## src/design/sfla_pkg.sv

```systemverilog
`default_nettype none
// ----------------------------------------------------------------------------
// sfla_pkg
// Shared types, codes and size-class helpers for the size-class block cache.
// ----------------------------------------------------------------------------
package sfla_pkg;

    localparam int NUM_CLASSES     = 8;
    localparam int MIN_CLASS_BYTES = 32;
    localparam int HEADER_BYTES    = 16;
    localparam int STACK_DEPTH_DEF = 64;
    localparam int ADDR_WIDTH_DEF  = 32;

    localparam int CLASS_W   = 3;
    localparam int SIZE_W    = 12;
    localparam int REQ_W     = 13;
    localparam int TOTAL_W   = 14;
    localparam int MAX_TOTAL = MIN_CLASS_BYTES << (NUM_CLASSES - 1);

    typedef logic [1:0] t_op;
    localparam t_op OP_ALLOC  = 2'd0;
    localparam t_op OP_FREE   = 2'd1;
    localparam t_op OP_RESIZE = 2'd2;

    typedef enum logic [1:0] {
        ST_DONE      = 2'd0,
        ST_IGNORED   = 2'd1,
        ST_TOO_LARGE = 2'd2
    } t_status;

    typedef enum logic [1:0] {
        S_IDLE,
        S_EXEC,
        S_DONE
    } t_state;

    typedef struct packed {
        logic capture;
        logic exec;
        logic load;
    } t_cmd;

    typedef struct packed {
        logic slot_free;
    } t_dp_status;

    // Smallest class whose block holds payload plus header; top class otherwise.
    function automatic logic [CLASS_W-1:0] class_of(input logic [REQ_W-1:0] payload);
        logic [TOTAL_W-1:0] total;
        logic [CLASS_W-1:0] c;
        logic               found;
        total = TOTAL_W'(payload) + TOTAL_W'(HEADER_BYTES);
        c     = CLASS_W'(NUM_CLASSES - 1);
        found = 1'b0;
        for (int k = 0; k < NUM_CLASSES; k++) begin
            if (!found && total <= TOTAL_W'(MIN_CLASS_BYTES << k)) begin
                c     = CLASS_W'(k);
                found = 1'b1;
            end
        end
        return c;
    endfunction

    function automatic logic too_large(input logic [REQ_W-1:0] payload);
        logic [TOTAL_W-1:0] total;
        total = TOTAL_W'(payload) + TOTAL_W'(HEADER_BYTES);
        return total > TOTAL_W'(MAX_TOTAL);
    endfunction

endpackage
`default_nettype wire

```

## src/design/sfla_ctrl.sv

```systemverilog
`default_nettype none
// ----------------------------------------------------------------------------
// sfla_ctrl
// Sequencer: capture a transaction, run its stack access, hand off the result.
// ----------------------------------------------------------------------------
module sfla_ctrl
    import sfla_pkg::*;
(
    input  wire logic       i_clk,
    input  wire logic       i_rst_n,
    input  wire logic       i_in_valid,
    output logic            o_in_stall,
    input  wire t_dp_status i_dp_status,
    output t_cmd            o_cmd
);

    t_state r_state;
    t_state n_state;

    always_ff @(posedge i_clk) begin
        if (!i_rst_n) begin
            r_state <= S_IDLE;
        end else begin
            r_state <= n_state;
        end
    end

    always_comb begin
        n_state     = r_state;
        o_in_stall  = 1'b1;
        o_cmd       = '0;
        unique case (r_state)
            S_IDLE: begin
                o_in_stall = 1'b0;
                if (i_in_valid) begin
                    o_cmd.capture = 1'b1;
                    n_state       = S_EXEC;
                end
            end
            S_EXEC: begin
                o_cmd.exec = 1'b1;
                n_state    = S_DONE;
            end
            S_DONE: begin
                // once the output slot is free, hand off the result and take the next transaction in the same cycle
                if (i_dp_status.slot_free) begin
                    o_cmd.load = 1'b1;
                    o_in_stall = 1'b0;
                    if (i_in_valid) begin
                        o_cmd.capture = 1'b1;
                        n_state       = S_EXEC;
                    end else begin
                        n_state = S_IDLE;
                    end
                end
            end
            default: n_state = S_IDLE;
        endcase
    end

endmodule
`default_nettype wire

```

## config.mk

```make
export PLATFORM = sky130hd
export DESIGN_NAME = sfla_ctrl
export DESIGN_NICKNAME = d
export VERILOG_FILES = /design/src/design/sfla_pkg.sv /design/src/design/sfla_ctrl.sv
export SDC_FILE = /design/constraint.sdc
export NUM_CORES = 1
export LEC_CHECK = 0
export ABC_AREA = 1
export BUFFER_PORTS_ARGS = -buffer_cell sky130_fd_sc_hd__buf_2
export CORE_AREA = 2 2 39 41
export DETAILED_ROUTE_END_ITERATION = 6
export DIE_AREA = 0 0 41 43
export PLACE_DENSITY = 0.3
export SYNTH_ARGS = -nofsm -noshare
export SYNTH_HDL_FRONTEND = slang
export SYNTH_SLANG_ARGS = --single-unit
```

## constraint.sdc

```tcl
create_clock -name i_clk -period 0.8 [get_ports i_clk]
set_input_delay 0.12 -clock i_clk [delete_from_list [all_inputs] [get_ports i_clk]]
set_output_delay 0.12 -clock i_clk [all_outputs]
set_load 0.005 [all_outputs]
```

==> results of run 1 <==
[per-layer routing]
metal,vias up,wire length [um]
li1,80,-
met1,53,149
met2,8,141
met3,0,65
met4,0,0
met5,-,0
[final timing paths]
path,start,endpoint,depth (start not counted)
max reg2reg,r_state[1]$_SDFFE_PN0P_,r_state[1]$_SDFFE_PN0P_,4
min,i_in_valid,r_state[0]$_SDFFE_PN0P_,3
max,r_state[1]$_SDFFE_PN0P_,o_cmd[2],4
min reg2reg,r_state[0]$_SDFFE_PN0P_,r_state[1]$_SDFFE_PN0P_,3
[timing repair]
item,CTS,global route
endpoints found under the setup margin,4,6
gates resized for setup,2,3
buffers inserted,4,2
pin swaps,3,2
[layout make-up]
type                       instances  area, um^2
timing repair buffer              12        72.6
inverter                           3        13.8
fill                             158        1140
clock buffer                       3        22.5
multi-input combinational         12        68.8
sequential                         2        42.5
tap                               16        20.0
[power by group through the flow]
stage	registers (mW)	logic [mW]	clock network, mW
2_1_floorplan	0.112	0.0346	0
3_3_place_gp	0.113	0.0578	0
3_5_place_dp	0.113	0.0571	0
4_1_cts	0.113	0.0740	0.245
5_1_grt	0.115	0.0841	0.245
6_report	0.114	0.0759	0.223
[cells in the final DEF (no fill, tap or decap)]
master	count
nor2_2	2
nand2_2	3
dfxtp_2	2
clkbuf_4	3
nand2_1	2
inv_1	2
inv_4	1
buf_4	5
nor2_1	3
buf_2	7
a21oi_2	1
nand3_2	1
[logic make-up (layout without fill, tap and decap cells)]
| kind of cell | after synthesis | after routing | share of synthesized area |
|---|---|---|---|
| DFF | 2 | 2 | 0.333 |
| AOI/OAI and AO/OA | 1 | 1 | 0.0729 |
| and+or+nand+nor | 11 | 11 | 0.437 |
| buffers and inverters | 4 | 18 | 0.156 |
[critical path: cells and delay by family, from the launching register on]
kind	cells	cell delay, ns
flip-flops	1	0.35
AND/OR/NAND/NOR	3	0.17
buffers and inverters	1	0.11
[per-stage QoR]
| stage | total power, mW | utilization | cells | setup WS, ns |
|---|---|---|---|---|
| global placement | 0.171 | 0.127 | 41 | 0.0161 |
| floorplan | 0.147 | - | 18 | 0.117 |
| CTS | 0.432 | 0.166 | 48 | -0.198 |
| global route | 0.444 | 0.174 | 48 | -0.225 |
| finish | 0.413 | 0.174 | 48 | -0.174 |
| detailed placement | 0.170 | 0.127 | 41 | 0.00145 |
==> out/qor.csv, run 1 <==
metric,value,unit
area_growth,100,%
path_clk_slew,0.03,ns
tns,-0.687,ns
crit_type,register to primary output,
synth_top_area_frac,0.333,
cp_slowest_cell,dfxtp_2,
numCtsBuffers,3,
die_h,43,um
crit_path_max_fanout,4,
drtPass1Iterations,4,
cp_common_cell,nand2_2,
cts_tree,done,
drc,0,
use_met1,0.0476,
path_cells,nand2_2 > nand2_2 > nor2_2 > buf_2,
largest_register_ffs,2,
htree_levels,1,
max_stage_delay,0.35,ns
hold_viol,0,
end_kind,primary output,
finalInstanceArea,240,um^2
p_int,314,uW
setup_viol_count_final,6,
n_antenna_cell,0,
grtUsageMet2,0.0531,
ys_types,10,
ctsHoldBuffers,0,
share_seq_of_total_power,0.277,
period_minus_slack,0.974,ns
hold_slack,0.143,ns
syn_nets,22,
yosysMostFrequentCell,nor2_1,
switching_power,98.5,uW
cp_data_arrival_time,0.85,ns
num_vias,141,
core-area,1380,um^2
top_regs,r_state x2,
swShare,0.239,
antenna_found_initial,0,
max_freq,1030,MHz
rrSetupSlack,-0.06,ns
post-route-period-util,1.22,
drive_gt1_frac,0.781,
status,"finished, violations left",
wire_per_inst,7.44,um
grt_pass1_vias,138,
power_density,1720,nW/um^2
grt_max_degree,5,
combPwrFrac,0.184,
async_flop_share,0,
synth_ff_type,dfxtp_1,
port_buffers,7,
yosys_warnings,0,
finClkSkew,0.000630,ns
fin_ws,-0.174,ns
met3_usage,0.0209,
insertion_delay,0.22,ns
die-area,1760,um^2
grt_usage,0.0450,
die_x,41,um
grt_pass1_wl,476,um
fin_nets,38,
p_clk_frac,0.539,
clk_root_buffer_cell,clkbuf_4,
ys_seq_elements,2,
wl,357,um
worst_slew_pin_slew,0.0967,ns
vdd_ir_drop_max,0.000586,V
netlist_top_cells_area,"dfxtp_1 33%, nand2_2 16%, nor2_1 13%",
synthCells,18,
synth_top_cell_by_area,dfxtp_1,
setup.worst_path.start_class,register,
violations,setup timing,
maxCapViolCount,0,
placed_area,175,um^2
critical_path_required,0.68,ns
leakagePower,0.125,nW
synth_area_per_cell,6.67,um^2
syn_area,120,um^2
cts.sink_count,2,
ant_nets,0,
hold_path.class,input port to register,
num_rows,14,
via_per_inst,2.94,
clockBufferDepth,2,
rsz0062_at_grt,yes,
relSlewSlack,0.936,
grt-ovfl-total,0,
yosys-top-cells-count,"4 x nor2_1, 3 x nand2_2, 2 x dfxtp_1, 2 x inv_1, 2 x nand2_1",
drtIter0Drc,1,
busiest_layer,met4,
yosysSeqAreaShare,0.333,
regMostFlops,r_state,
io_pins,8,
place.gp.congestion,0.532,
drv_slew,0,
initial_utilization,0.0868,
synth_enable_flop_cells,0,
(Power assumes the default switching activity.)
==> inputs of run 2 (changes only) <==
==> constraint.sdc (replaced) <==
create_clock -name i_clk -period 0.8 [get_ports i_clk]
set_input_delay 0.08 -clock i_clk [delete_from_list [all_inputs] [get_ports i_clk]]
set_output_delay 0.08 -clock i_clk [all_outputs]
set_load 0.005 [all_outputs]
==> out/qor.csv, run 2 (synthesis results as in run 1) <==
metric,value,unit,change
status,"finished, violations left",,
violations,setup timing,,
grt_pass1_vias,131,,-5.1%
htree_levels,1,,unchanged
place_ws,0.00847,ns,+0.00702 ns
antenna_found_initial,0,,unchanged
grt_usage,0.0441,,-0.000912
drtPass1Iterations,2,,-2
core-area,1380,um^2,unchanged
crit_path_max_fanout,5,,+1
finClkSkew,0.000860,ns,+0.000230 ns
die_h,43,um,unchanged
hold_path.class,input port to register,,
path_cells,inv_4 > nand2_2 > nor2_1 > buf_2,,
insertion_delay,0.22,ns,about the same
grt_pass1_wl,489,um,+2.7%
drv_slew,0,,unchanged
clk_root_buffer_cell,clkbuf_4,,
relSlewSlack,0.923,,-0.0123
io_pins,8,,unchanged
fin_nets,37,,-2.6%
setup_viol_count_final,5,,-1
die-area,1760,um^2,unchanged
num_vias,148,,+5.0%
initial_utilization,0.0868,,unchanged
regMostFlops,r_state,,
area_growth,93.8,%,
final_common_cell,buf_2,,
post-route-period-util,1.19,,-0.0293
worst_slew_pin_slew,0.115,ns,+0.0184 ns
n_antenna_cell,0,,unchanged
rsz0062_at_grt,yes,,
wire_per_inst,7.57,um,+1.8%
top_regs,r_state x2,,
post-dp-hpwl,246,um,
cp_data_arrival_time,0.87,ns,+0.02 ns
max_stage_delay,0.32,ns,-0.03 ns
setup.worst_path.start_class,register,,
fin_ws,-0.151,ns,+0.0234 ns
via_per_inst,3.15,,+7.2%
port_buffers,7,,unchanged
die_x,41,um,unchanged
place.gp.congestion,0.527,,-0.98%
mostFrequentLayoutCells,"7 x buf_2, 4 x nor2_1, 4 x buf_4",,
cp_slowest_cell,dfxtp_2,,
largest_register_ffs,2,,unchanged
crit_type,register to primary output,,
num_rows,14,,unchanged
numCtsBuffers,3,,unchanged
wl,356,um,-0.28%
drtIter0Drc,2,,+1
ant_nets,0,,unchanged
clockBufferDepth,2,,unchanged
drive_gt1_frac,0.710,,-0.0716
grt_max_degree,6,,+1
hold_viol,0,,unchanged
power.total,403,uW,-2.5%
drc,0,,unchanged
period_minus_slack,0.951,ns,-0.0234 ns
leakagePower,0.127,nW,+1.7%
max_freq,1050,MHz,+2.5%
cts_tree,done,,
end_kind,primary output,,
power_density,1730,nW/um^2,+0.65%
cts.sink_count,2,,unchanged
maxCapViolCount,0,,unchanged
path_clk_slew,0.03,ns,about the same
critical_path_required,0.72,ns,+0.04 ns
vdd_ir_drop_max,0.000459,V,-22%
grt-ovfl-total,0,,unchanged
run 2: cell count changes in the layout (fill, tap and decap cells not counted), sizes merged:
| cell | before | now |
|---|---|---|
| buf | 12 | 11 |
run 2: final cells by class:
cell class / instances / area (um^2)
well taps: 16 / 20.0
multi-input cells: 12 / 66.3
fillers: 166 / 1150
repair buffers: 11 / 65.1
clock buffers: 3 / 22.5
flip-flops and latches: 2 / 45.0
inverters: 3 / 13.8
run 2: final timing paths:
check / start / to / slack, ns / cells past startpoint
max: r_state[0]$_SDFFE_PN0P_ / o_cmd[0] / -0.15 / 4
min: i_rst_n / r_state[1]$_SDFFE_PN0P_ / 0.11 / 3
max reg2reg: r_state[0]$_SDFFE_PN0P_ / r_state[0]$_SDFFE_PN0P_ / -0.12 / 6
min reg2reg: r_state[0]$_SDFFE_PN0P_ / r_state[1]$_SDFFE_PN0P_ / 0.53 / 3
run 2: metal layers:
metal / part of all wire / wire, um / GRT usage
met1: 0.48 / 172 / 0.0607
met2: 0.38 / 136 / 0.0406
met3: 0.13 / 47 / 0.0314
met4: 0 / 0 / 0.0400
met5: 0 / 0 / 0
run 2: metrics by stage:
stage	instances	setup TNS (ns)	util	area (um^2)	hold WS [ns]
6_report	47	-0.604	0.168	233	0.110
5_1_grt	47	-0.842	0.168	233	0.111
4_1_cts	47	-0.684	0.163	225	0.105
3_5_place_dp	40	0	0.121	168	0.348
3_3_place_gp	40	0	0.121	168	0.343
2_1_floorplan	18	0	-	120	0.200
run 2: critical path: cells and delay by family (launching register included):
| family | cells | cell delay, ns |
|---|---|---|
| and+or+nand+nor | 2 | 0.14 |
| DFF | 1 | 0.32 |
| buffers and inverters | 2 | 0.19 |
run 2: repair_timing:
| action | CTS | global route |
|---|---|---|
| endpoints found under the setup margin | 4 | 5 |
| buffers inserted | 4 | 0 |
| resized for setup | 3 | 2 |
| hold buffers | 0 | 0 |
| pin swaps | 4 | 1 |
run 2: report_power, final:
group	switching [mW]	total, mW	internal, mW
Combinational	0.0328	0.0702	0.0375
Sequential	0.00752	0.114	0.106
Clock	0.0536	0.219	0.165
